## src/rtl/assert_macros.svh

```systemverilog
// Assertion macros shared by the ready queue RTL.
// Included by files that check their own logic; no other dependencies.
`ifndef ASSERT_MACROS_SVH
`define ASSERT_MACROS_SVH
`ifndef SYNTHESIS
// Clocked check with asynchronous active-low reset masking.
`define APRQ_ASSERT(lbl, clk, rst_n, prop, msg) \
  lbl: assert property (@(posedge clk) disable iff (!rst_n) prop) else $error(msg);
// Clocked check that also holds while in reset.
`define APRQ_ASSERT_ALWAYS(lbl, clk, prop, msg) \
  lbl: assert property (@(posedge clk) prop) else $error(msg);
`else
`define APRQ_ASSERT(lbl, clk, rst_n, prop, msg)
`define APRQ_ASSERT_ALWAYS(lbl, clk, prop, msg)
`endif
`endif

```

## src/rtl/aprq_pkg.sv

```systemverilog
// Package for the aging priority ready queue: field widths, codes and payload types.
// No dependencies; imported by the compare/age unit, the top level and the bench.
package aprq_pkg;

  localparam int QUEUE_DEPTH_DEF = 16;
  localparam int CMD_W   = 2;
  localparam int TASK_W  = 4;
  localparam int PRIO_W  = 8;
  localparam int STAT_W  = 2;
  localparam int CNT_W   = 5;
  localparam logic [PRIO_W-1:0] AGE_FLOOR = PRIO_W'(1);

  typedef enum logic [CMD_W-1:0] {
    CMD_INSERT = 2'd0,
    CMD_TICK   = 2'd1,
    CMD_CLEAR  = 2'd2
  } cmd_e;

  typedef enum logic [STAT_W-1:0] {
    ST_DONE = 2'd0,
    ST_DUP  = 2'd1,
    ST_FULL = 2'd2
  } status_e;

  typedef struct packed {
    logic [CMD_W-1:0]  command;
    logic [TASK_W-1:0] task_id;
    logic [PRIO_W-1:0] priority_req;
    logic              hold_dispatch;
  } aprq_in_t;

  typedef struct packed {
    logic [STAT_W-1:0] status;
    logic              dispatch_valid;
    logic [TASK_W-1:0] dispatched_task;
    logic [CNT_W-1:0]  queue_count;
  } aprq_out_t;

  // One queue slot as held in the slot RAM
  typedef struct packed {
    logic [TASK_W-1:0] task_id;
    logic [PRIO_W-1:0] prio;
  } entry_t;

  localparam int ENTRY_W = $bits(entry_t);

  // Operands the sequencer hands to the compare/age unit
  typedef struct packed {
    logic [TASK_W-1:0] key_task;
    logic [PRIO_W-1:0] key_prio;
    logic              skip_on_match;
  } alu_op_t;

  typedef struct packed {
    logic              task_eq;
    logic              prio_le;
    logic [PRIO_W-1:0] aged_prio;
  } alu_res_t;

endpackage

```

## src/rtl/aprq_ram.sv

```systemverilog
// Generic single-write, single-read RAM with registered read data.
// No dependencies; holds the queue slots.
module aprq_ram #(
  parameter int WIDTH = 8,
  parameter int DEPTH = 16
) (
  input  logic                     clk_i,
  input  logic                     we_i,
  input  logic [$clog2(DEPTH)-1:0] waddr_i,
  input  logic [WIDTH-1:0]         wdata_i,
  input  logic [$clog2(DEPTH)-1:0] raddr_i,
  output logic [WIDTH-1:0]         rdata_o
);

  logic [WIDTH-1:0] mem_q [DEPTH];

  // Write port and registered read port
  always_ff @(posedge clk_i) begin
    if (we_i) begin
      mem_q[waddr_i] <= wdata_i;
    end
    rdata_o <= mem_q[raddr_i];
  end

endmodule

```

## src/rtl/aprq_alu.sv

```systemverilog
// Shared compare and age unit: task match, priority order test and aged priority.
// Depends on aprq_pkg.
module aprq_alu (
  input  aprq_pkg::entry_t   entry_i,
  input  aprq_pkg::alu_op_t  op_i,
  output aprq_pkg::alu_res_t res_o
);
  import aprq_pkg::*;

  logic eq;

  // Compare the slot against the key
  assign eq = (entry_i.task_id == op_i.key_task);

  // Report the compares; age by one above the floor, leave the running task alone
  always_comb begin
    res_o.task_eq   = eq;
    res_o.prio_le   = (entry_i.prio <= op_i.key_prio);
    res_o.aged_prio = entry_i.prio;
    if (!(op_i.skip_on_match && eq) && (entry_i.prio > AGE_FLOOR)) begin
      res_o.aged_prio = entry_i.prio - PRIO_W'(1);
    end
  end

endmodule

```

## src/rtl/aging_priority_ready_queue_top.sv

```systemverilog
// Top level of the aging priority ready queue: command sequencer and result register.
// Depends on aprq_pkg, aprq_ram, aprq_alu and assert_macros.svh.
//
//  channel | direction | handshake               | payload
//  --------+-----------+-------------------------+------------------------
//  in      | input     | in_valid_i / in_ready_o | in_data_i  (aprq_in_t)
//  out     | output    | out_valid_o/out_ready_i | out_data_o (aprq_out_t)
//
// One command at a time; each slot visit is a RAM read state, then a use state.
// Insert checks the slots for a duplicate and position P, shifts the slots from P on
// back, then writes; tick ages each slot; clear and unused codes go to the result.
// Reset empties the queue and clears the running task; slot contents need no clearing.
// A result waiting on out_ready_i holds the sequencer in its final state.
module aging_priority_ready_queue_top #(
  parameter int QUEUE_DEPTH = aprq_pkg::QUEUE_DEPTH_DEF
) (
  input  logic               clk_i,
  input  logic               rst_ni,
  input  logic               in_valid_i,
  output logic               in_ready_o,
  input  aprq_pkg::aprq_in_t in_data_i,
  output logic               out_valid_o,
  input  logic               out_ready_i,
  output aprq_pkg::aprq_out_t out_data_o
);
  import aprq_pkg::*;
`include "assert_macros.svh"

  localparam int AW = $clog2(QUEUE_DEPTH);

  typedef enum logic [3:0] {
    S_IDLE,
    S_DUP_RD,
    S_DUP_CHK,
    S_SHF_RD,
    S_SHF_WR,
    S_INS_WR,
    S_TICK_RD,
    S_TICK_WR,
    S_DONE
  } state_e;

  state_e            state_q, state_d;
  aprq_in_t          req_q, req_d;
  logic [CNT_W-1:0]  idx_q, idx_d;
  logic [CNT_W-1:0]  pos_q, pos_d;
  logic [CNT_W-1:0]  count_q, count_d;
  logic [TASK_W-1:0] run_task_q, run_task_d;
  logic              run_valid_q, run_valid_d;
  status_e           stat_q, stat_d;
  logic              dv_q, dv_d;
  logic [TASK_W-1:0] disp_q, disp_d;
  logic              out_valid_q, out_valid_d;
  aprq_out_t         out_data_q, out_data_d;

  logic              mem_we;
  logic [AW-1:0]     mem_waddr;
  logic [AW-1:0]     mem_raddr;
  entry_t            mem_wdata;
  entry_t            mem_rdata;
  alu_op_t           alu_op;
  alu_res_t          alu_res;

  logic              last;
  logic              pop;
  logic [CNT_W-1:0]  pos_nx;
  logic [TASK_W-1:0] disp_nx;

  logic              in_xfer;
  logic              scan_chk;
  logic              refused_pop;

  aprq_ram #(
    .WIDTH (ENTRY_W),
    .DEPTH (QUEUE_DEPTH)
  ) u_ram (
    .clk_i   (clk_i),
    .we_i    (mem_we),
    .waddr_i (mem_waddr),
    .wdata_i (mem_wdata),
    .raddr_i (mem_raddr),
    .rdata_o (mem_rdata)
  );

  // Key is the new task on insert, the running task on tick
  assign alu_op.key_task      = (req_q.command == CMD_TICK) ? run_task_q : req_q.task_id;
  assign alu_op.key_prio      = req_q.priority_req;
  assign alu_op.skip_on_match = run_valid_q;

  aprq_alu u_alu (
    .entry_i (mem_rdata),
    .op_i    (alu_op),
    .res_o   (alu_res)
  );

  assign last = (idx_q == (count_q - CNT_W'(1)));
  assign pop  = !req_q.hold_dispatch;

  // Sequence one command over the slots
  always_comb begin
    state_d     = state_q;
    req_d       = req_q;
    idx_d       = idx_q;
    pos_d       = pos_q;
    count_d     = count_q;
    run_task_d  = run_task_q;
    run_valid_d = run_valid_q;
    stat_d      = stat_q;
    dv_d        = dv_q;
    disp_d      = disp_q;
    out_valid_d = out_valid_q;
    out_data_d  = out_data_q;
    mem_we      = 1'b0;
    mem_waddr   = AW'(idx_q);
    mem_wdata   = mem_rdata;
    mem_raddr   = AW'(idx_q);
    pos_nx      = pos_q;
    disp_nx     = disp_q;

    // Drop the result once transferred
    if (out_valid_q && out_ready_i) begin
      out_valid_d = 1'b0;
    end

    case (state_q)
      S_IDLE: begin
        if (in_valid_i) begin
          req_d  = in_data_i;
          idx_d  = '0;
          pos_d  = '0;
          stat_d = ST_DONE;
          dv_d   = 1'b0;
          disp_d = '0;
          case (in_data_i.command)
            CMD_INSERT: state_d = (count_q == '0) ? S_INS_WR : S_DUP_RD;
            CMD_TICK:   state_d = (count_q == '0) ? S_DONE : S_TICK_RD;
            CMD_CLEAR: begin
              count_d = '0;
              state_d = S_DONE;
            end
            default:    state_d = S_DONE;
          endcase
        end
      end
      S_DUP_RD: begin
        state_d = S_DUP_CHK;
      end
      S_DUP_CHK: begin
        if (alu_res.task_eq) begin
          stat_d  = ST_DUP;
          state_d = S_DONE;
        end else begin
          // Insert after the last slot not above the new priority
          pos_nx = alu_res.prio_le ? (idx_q + CNT_W'(1)) : pos_q;
          pos_d  = pos_nx;
          if (last) begin
            if (int'(count_q) >= QUEUE_DEPTH) begin
              stat_d  = ST_FULL;
              state_d = S_DONE;
            end else if (pos_nx == count_q) begin
              state_d = S_INS_WR;
            end else begin
              idx_d   = count_q;
              state_d = S_SHF_RD;
            end
          end else begin
            idx_d   = idx_q + CNT_W'(1);
            state_d = S_DUP_RD;
          end
        end
      end
      S_SHF_RD: begin
        mem_raddr = AW'(idx_q - CNT_W'(1));
        state_d   = S_SHF_WR;
      end
      S_SHF_WR: begin
        // Move one slot towards the tail
        mem_we    = 1'b1;
        mem_waddr = AW'(idx_q);
        mem_wdata = mem_rdata;
        idx_d     = idx_q - CNT_W'(1);
        state_d   = ((idx_q - CNT_W'(1)) == pos_q) ? S_INS_WR : S_SHF_RD;
      end
      S_INS_WR: begin
        mem_we            = 1'b1;
        mem_waddr         = AW'(pos_q);
        mem_wdata.task_id = req_q.task_id;
        mem_wdata.prio    = req_q.priority_req;
        count_d           = count_q + CNT_W'(1);
        stat_d            = ST_DONE;
        state_d           = S_DONE;
      end
      S_TICK_RD: begin
        state_d = S_TICK_WR;
      end
      S_TICK_WR: begin
        // Age the slot and, when popping, move it one towards the front
        if (pop && (idx_q == '0)) begin
          disp_nx = mem_rdata.task_id;
          disp_d  = disp_nx;
        end else begin
          mem_we            = 1'b1;
          mem_waddr         = pop ? AW'(idx_q - CNT_W'(1)) : AW'(idx_q);
          mem_wdata.task_id = mem_rdata.task_id;
          mem_wdata.prio    = alu_res.aged_prio;
        end
        if (last) begin
          if (pop) begin
            count_d     = count_q - CNT_W'(1);
            run_task_d  = disp_nx;
            run_valid_d = 1'b1;
            dv_d        = 1'b1;
          end
          state_d = S_DONE;
        end else begin
          idx_d   = idx_q + CNT_W'(1);
          state_d = S_TICK_RD;
        end
      end
      S_DONE: begin
        // Hand the result over once the output register is free
        if (!out_valid_q || out_ready_i) begin
          out_valid_d                = 1'b1;
          out_data_d.status          = stat_q;
          out_data_d.dispatch_valid  = dv_q;
          out_data_d.dispatched_task = disp_q;
          out_data_d.queue_count     = count_q;
          state_d                    = S_IDLE;
        end
      end
      default: state_d = S_IDLE;
    endcase
  end

  // Hold state, queue bookkeeping and the result register
  always_ff @(posedge clk_i or negedge rst_ni) begin
    if (!rst_ni) begin
      state_q     <= S_IDLE;
      req_q       <= '0;
      idx_q       <= '0;
      pos_q       <= '0;
      count_q     <= '0;
      run_task_q  <= '0;
      run_valid_q <= 1'b0;
      stat_q      <= ST_DONE;
      dv_q        <= 1'b0;
      disp_q      <= '0;
      out_valid_q <= 1'b0;
      out_data_q  <= '0;
    end else begin
      state_q     <= state_d;
      req_q       <= req_d;
      idx_q       <= idx_d;
      pos_q       <= pos_d;
      count_q     <= count_d;
      run_task_q  <= run_task_d;
      run_valid_q <= run_valid_d;
      stat_q      <= stat_d;
      dv_q        <= dv_d;
      disp_q      <= disp_d;
      out_valid_q <= out_valid_d;
      out_data_q  <= out_data_d;
    end
  end

  assign in_ready_o  = (state_q == S_IDLE);
  assign out_valid_o = out_valid_q;
  assign out_data_o  = out_data_q;

  // Terms for the checks below
  assign in_xfer     = in_valid_i && in_ready_o;
  assign scan_chk    = (state_q == S_DUP_CHK) || (state_q == S_TICK_WR);
  assign refused_pop = out_valid_o && (out_data_o.status != ST_DONE) &&
                       out_data_o.dispatch_valid;

  `APRQ_ASSERT_ALWAYS(a_count_le_depth, clk_i, int'(count_q) <= QUEUE_DEPTH, "count above depth")
  `APRQ_ASSERT(a_busy_after_in, clk_i, rst_ni, in_xfer |=> !in_ready_o, "ready after transfer")
  `APRQ_ASSERT(a_idx_in_range, clk_i, rst_ni, scan_chk |-> idx_q < count_q, "index past count")
  `APRQ_ASSERT(a_refused_no_pop, clk_i, rst_ni, !refused_pop, "refused insert reports a dispatch")

endmodule

```

## config.mk

```make
export PLATFORM = sky130hd
export DESIGN_NAME = aging_priority_ready_queue_top
export DESIGN_NICKNAME = d
export VERILOG_FILES = /design/src/rtl/aprq_pkg.sv /design/src/rtl/aprq_ram.sv /design/src/rtl/aprq_alu.sv /design/src/rtl/aging_priority_ready_queue_top.sv
export VERILOG_INCLUDE_DIRS = /design/src /design/src/rtl
export SDC_FILE = /design/constraint.sdc
export NUM_CORES = 1
export LEC_CHECK = 0
export ABC_AREA = 0
export BUFFER_PORTS_ARGS = -buffer_cell sky130_fd_sc_hd__buf_2
export CORE_UTILIZATION = 40
export DETAILED_ROUTE_END_ITERATION = 10
export SYNTH_ARGS = -nofsm -noshare
export SYNTH_HDL_FRONTEND = slang
export SYNTH_HIERARCHICAL = 1
export SYNTH_SLANG_ARGS = --single-unit
```

## constraint.sdc

```tcl
create_clock -name clk_i -period 3.3 [get_ports clk_i]
set_input_delay 0.66 -clock clk_i [delete_from_list [all_inputs] [get_ports clk_i]]
set_output_delay 0.66 -clock clk_i [all_outputs]
set_load 0.005 [all_outputs]
```

* Word-level counts from Yosys, hierarchy flattened
Memories as Yosys holds them, arrays and structs flattened. A register that Yosys moved wholly into a read port is not among the register bits.
Cells that the tools add are included.
** Storage, ports and cells
- Latch bits :: 0
- Memories kept :: 1
- Input port bits :: 19
- Register bits :: 59
- Memory bits (read-only) :: 0
- Memory bits (writable) :: 192
- Output and inout bits :: 14
- Logic and storage cells :: 136
** Memories
- u_ram.mem_q :: depth 16, bits a word 12, read ports 1, clocked after Yosys merged registers in 1, wr ports 1, RTL line aprq_ram.sv:15 : logic [WIDTH-1:0] mem_q [DEPTH];
** Operators by class
- Divide/modulo/power cells :: 0
- Multipliers :: 0
- Bitwise operators :: 1
- Shift operators :: 0
- Add/subtract/negate cells :: 5
- Eq/ne operators :: 26
- Reduce and logical (&&, ||, !) cells :: 28
- Mux-type cells :: 54
- Magnitude comparators :: 3
** Operators with widths (number)
- 5-bit two-way mux :: 12
- 4-bit two-way mux :: 13
- 4-bit case mux with 9 select lines :: 1
- 12-bit case mux with 2 select lines :: 1
- 4-bit case mux with 2 select lines :: 3
- 5-bit case mux with 4 select lines :: 1
- 4-bit by 3-bit == test with 1-bit output (second input constant) :: 4
- 8-bit two-way mux :: 2
- 5-bit == test :: 3
- 5-bit case mux with 3 select lines :: 1
- 2-bit inequality test (second input constant) :: 6
- 5-bit by 1-bit adder with 5-bit output (second input constant) :: 2
- 5-bit zero test :: 2
- 5-bit case mux with 2 select lines :: 1
- 5-bit by 1-bit subtractor with 5-bit output (second input constant) :: 2
- 1-bit two-way mux :: 9
- 3-bit two-way mux :: 3
- 4-bit by 2-bit == test with 1-bit output (second input constant) :: 2
- 8-bit by 1-bit > comparator with 1-bit output (second input constant) :: 1
- 8-bit less-or-equal comparator :: 1
- 2-bit two-way mux :: 4
- 2-bit AND reduction :: 4
- 4-bit AND reduction :: 2
- 8-bit by 1-bit subtractor with 8-bit output (second input constant) :: 1
- 24 further kinds :: 36

* Longest topological paths before layout
- Word-level depth :: 9
- Mapped depth :: 13
- Mapped depth without buffers :: 12

* Hierarchy
Netlist, hierarchy kept.
** Modules (own cells, without submodules)
- aprq_ram :: seq. area each 6005.8 um^2, cells an instance 329, area each 7599.8 um^2, instances 1
- aging_priority_ready_queue_top :: seq. area each 1476.4 um^2, cells an instance 427, area each 3858.7 um^2, instances 1
- aprq_alu :: seq. area each 0.0 um^2, cells an instance 63, area each 518.0 um^2, instances 1

* Worst setup path after synthesis
OpenSTA, ideal clock, no wires.
- Path type :: register -> register
- Start :: register idx_q[0]
- End :: memory u_ram/mem_q[0][0] (netlist name) (enable)
- Period minus slack after synthesis :: 3544 ps
- Buffers on the path :: 1
- Arrival time :: 3147 ps
- Required time :: 2904 ps
- Slack :: -244 ps
- Cell stages (with the launch flop) :: 12
- Library setup time :: 396 ps
- Path through :: dfrtp_1 -> buf_1 -> inv_1 -> ha_1 -> nor4b_1 -> or2_2 -> nor2_1 -> nand3b_1 -> a21boi_0 -> a221o_1 -> or3b_1 -> nor3_1
** On the way
- Elaborated cells between the ends (all ways) :: 10
- Those cells by class :: 1 x add/sub; 7 x mux; 2 x reduce/logical
** RTL lines
- from (decl) :: RTL line aging_priority_ready_queue_top.sv:45 : logic [CNT_W-1:0] idx_q, idx_d;
- from (signal assigned) :: RTL line aging_priority_ready_queue_top.sv:253 : idx_q <= idx_d;
- 5-bit by 1-bit subtractor with 5-bit output or 5-bit zero test (tied branches) :: RTL line aging_priority_ready_queue_top.sv:203, aging_priority_ready_queue_top.sv:198
- 4-bit two-way mux or 1-bit logical AND (tied branches) :: RTL line aging_priority_ready_queue_top.sv:203, aging_priority_ready_queue_top.sv:198
- 4-bit two-way mux (*) :: RTL line aging_priority_ready_queue_top.sv:198 : if (pop && (idx_q == '0)) begin
- 4-bit case mux with 2 select lines (*) :: RTL line aging_priority_ready_queue_top.sv:125 : case (state_q)
- net mem_waddr[2] :: RTL line aging_priority_ready_queue_top.sv:57 : logic [AW-1:0] mem_waddr;
- to (decl) :: RTL line aprq_ram.sv:15
The timed path passes the listed nets; every way through them passes the cells marked *.

==> key figures <==
Logic synthesis
  • Synth Flop Type: edfxtp_1
  • Seq/Total Area, Yosys: 62.5%
  • Cell Area, Synth: 0.0120 mm2
  • Ys async rst share: 22.4%
  • Number of synthesized register bits: 263
  • Avg Inst Size Synth: 14.6 um2
  • Cell variety after synth: 76
  • Synth top area share: 48.1%
  • Cells after Synth: 819
  • Syn Nets: 853
  • EDFF count, synth: 192
  • Largest cells by area after synthesis: edfxtp_1, dfrtp_1, mux4_2
  • YS warnings: 6
  • Area leader, netlist: edfxtp_1

Pwr
  • Leakage power total: 5.05 nW
  • PD cells: 905 mW/mm2
  • Power Total: 12.6 mW
  • VDD IR max: 0.442 mV

Cells and area
  • Fin cells: 1301
  • N_diodes: 0
  • Final non-filler cell area: 0.0139 mm2
  • Layout Area Growth over Synthesis: 16.0%
  • Share of cells above drive strength 1: 26.6%
  • Fin nets: 929

Setup path
  • Largest stage delay, worst path: 0.52 ns
  • CP Capture Type: flip-flop
  • CP delay by family, top: compound AO/OA/AOI/OAI gates
  • Critical path cell sequence: ha_1 > a21oi_1 > o21ai_0 > mux2i_1 > a21o_1 > nor2_1 > a211oi_1 > nor4_4 > a311oi_4 > mux2_2
  • R2R setup slack: 0.24 ns
  • Arr. time, crit path: 3.47 ns
  • Req. time, crit path: 3.72 ns
  • Worst Setup Start Kind: flip-flop
  • Crit-path max FO: 9
  • WP buf/inv: 0
  • Crit path kind: reg -> reg
  • CP max stage cell: dfxtp_1

GRT
  • Total congestion overflow: 0
  • Vias in the first global route: 7226
  • Initial antenna violation count: 0
  • All-layer global routing usage: 17.6%
  • Largest net degree at the start of global routing: 49
  • Global-route wire length before repair: 41600 um

Floorplan
  • Site row count: 62
  • Die Y: 175 um
  • Core area: 0.0291 mm2
  • Width of the chip: 175 um
  • I/O pin cnt: 33
  • Starting Density: 41.2%
  • Die Area: 0.0306 mm2

CTS
  • Root Buffer: clkbuf_16
  • Worst skew pair latency: 0.57 ns
  • Post-CTS Hold Fix Bufs: 0
  • TritonCTS Buffers: 28
  • Reg clk slew, reported paths: 0.06 ns
  • # H-tree levels: 1
  • CTS tree: yes
  • Sink Count: 263
  • CTS max path bufs: 3

Timing
  • Slew HR: 32.4%
  • Min cycle time layout: 3.06 ns
  • Hold slack: 0.0538 ns
  • Unrepaired setup endpoints after global routing: false
  • Slew @ Worst Pin: 1.01 ns
  • Fmax: 327 MHz
  • Setup violators final: 0
  • Final Hold Fails: 0
  • Final worst-path cycle share: 92.6%
  • Clock skew: 0.0361 ns
  • Slew Limit Fails: 0

Run status
  • Status: finished clean

Drt
  • # DRC: 0
  • Via count: 7183
  • Drt pass-1 iters: 5
  • Via density: 5.52
  • Drt wl/cell: 20.2 um
  • ANT nets after route: 0
  • DR iter-0 viols: 454
  • Detailed Route WL: 26300 um

Min path
  • Hold WC Path Type: in -> async

Job
  • Maxcap violations: 0

Placed design
  • Placer congestion estimate: 0.853
  • Placed Instances: 1249
  • HPWL Detailed: 17700 um
  • Post-DP Area: 0.0130 mm2
  • Port-buffer cells: 32
## layer usage
metal | up-vias | routed length, um | global-route usage, %
li1 | 3331 | - | -
met3 | 45 | 1180 | 2.70
met2 | 173 | 12500 | 28.6
met1 | 3634 | 11900 | 24.5
met5 | - | 0 | 0
met4 | 0 | 653 | 5.40
## power by group
part           internal [mW]  total, mW  switching, mW
Combinational           2.02       4.82           2.80
Sequential              4.36       4.75          0.395
Clock                   1.71       3.00           1.29
## sequential cells by signal (all words and copies together), names as in the netlist, 2 cells and up
register and cells:
count_q 5, u_ram/rdata_o 12, idx_q 5, disp_q 4, pos_q 5, req_q 7
alu_op 8, stat_q 2, u_ram/mem_q 192, state_q 4, run_task_q 4, out_data_o 12
## timing repair
| item | in CTS | in global routing |
|---|---|---|
| resized for setup | 2 | 6 |
| buffers inserted | 0 | 0 |
| pin swaps | 0 | 0 |
| setup endpoints to repair | 32 | 53 |
| hold endpoints to repair | 0 | 0 |
## cells in the final DEF (no fill, tap or decap), types with 4 or more instances in the layout
cell	count
edfxtp_1	192
nand2_1	66
dfrtp_1	59
buf_4	53
nor2_1	47
mux2_2	37
o21ai_0	33
mux4_2	33
buf_2	32
clkbuf_16	28
a22oi_1	27
o22ai_1	22
inv_1	22
a21oi_1	21
xor2_1	17
ha_1	15
mux4_1	15
xnor2_1	14
nor3_1	13
nand3_1	12
dfxtp_1	11
buf_12	8
nor2b_1	7
a31oi_1	6
mux2i_1	6
nand2b_1	6
a21oi_2	6
clkinv_2	6
clkbuf_8	6
clkbuf_1	6
nor3_2	5
a211oi_1	4
o31ai_1	4
nand3b_1	4
nor3b_1	4
## cell families after synthesis
kind of cell,share of synthesized area [%]
buf+inv,2.78
mux,13.6
fa+ha+maj,1.57
simple gates,7.83
xor+xnor,2.75
compound gates,9.05
flops,62.5
## final timing paths
kind | start | end | cells past startpoint
min in group clk_i | in_data_i[12] | req_q[12] | 2
worst min-delay path | rst_ni | alu_op[8] | 1
worst min register to register | out_data_o[10] | out_data_o[10] | 2
worst max-delay path | u_ram/rdata_o[7] | idx_q[3] | 10
max in group asynchronous | rst_ni | out_data_o[7] | 2
worst max register to register | u_ram/rdata_o[7] | idx_q[3] | 10
## worst reg2reg max path, cell delays in order, from the launching register on
cell and delay (ns):
dfxtp_1 0.52, ha_1 0.32, a21oi_1 0.13, o21ai_0 0.13
mux2i_1 0.17, a21o_1 0.28, nor2_1 0.08, a211oi_1 0.35
nor4_4 0.12, a311oi_4 0.44, mux2_2 0.39
## area by class of cell
cell class,instances,area (um2)
fill,2524,15200
sequential,263,7480
multi-input combinational,487,4230
clock buffer,40,806
timing repair buffer,93,718
tap,384,480
clock inverter,12,96.3
inverter,22,82.6
## synth_stat cells (all sizes together) (4+ instances only)
cell,instances
inv,22
a2111oi,5
o21ai,34
nor3b,4
xnor2,16
a21oi,27
nor2,47
mux2,37
a22oi,27
a31oi,6
nand3,13
ha,15
mux4,48
a211oi,5
o31ai,5
dfxtp,12
clkbuf,29
o22ai,22
buf,18
nor4,4
xor2,19
nand3b,4
nand2b,6
edfxtp,192
nor2b,7
nand2,66
nor3,18
dfrtp,59
mux2i,7
## stage by stage
step / setup slack, ns / TNS [ns] / util [%]
global placement: 0.0678 / 0 / 44.6
CTS: 0.0154 / 0 / 47.7
global route: 0.0192 / 0 / 47.8
floorplan: 0.0250 / 0 / -
detailed placement: -0.0240 / -0.656 / 44.6
finish: 0.244 / 0 / 47.8
Note: power is estimated with default switching activity, not from simulation.
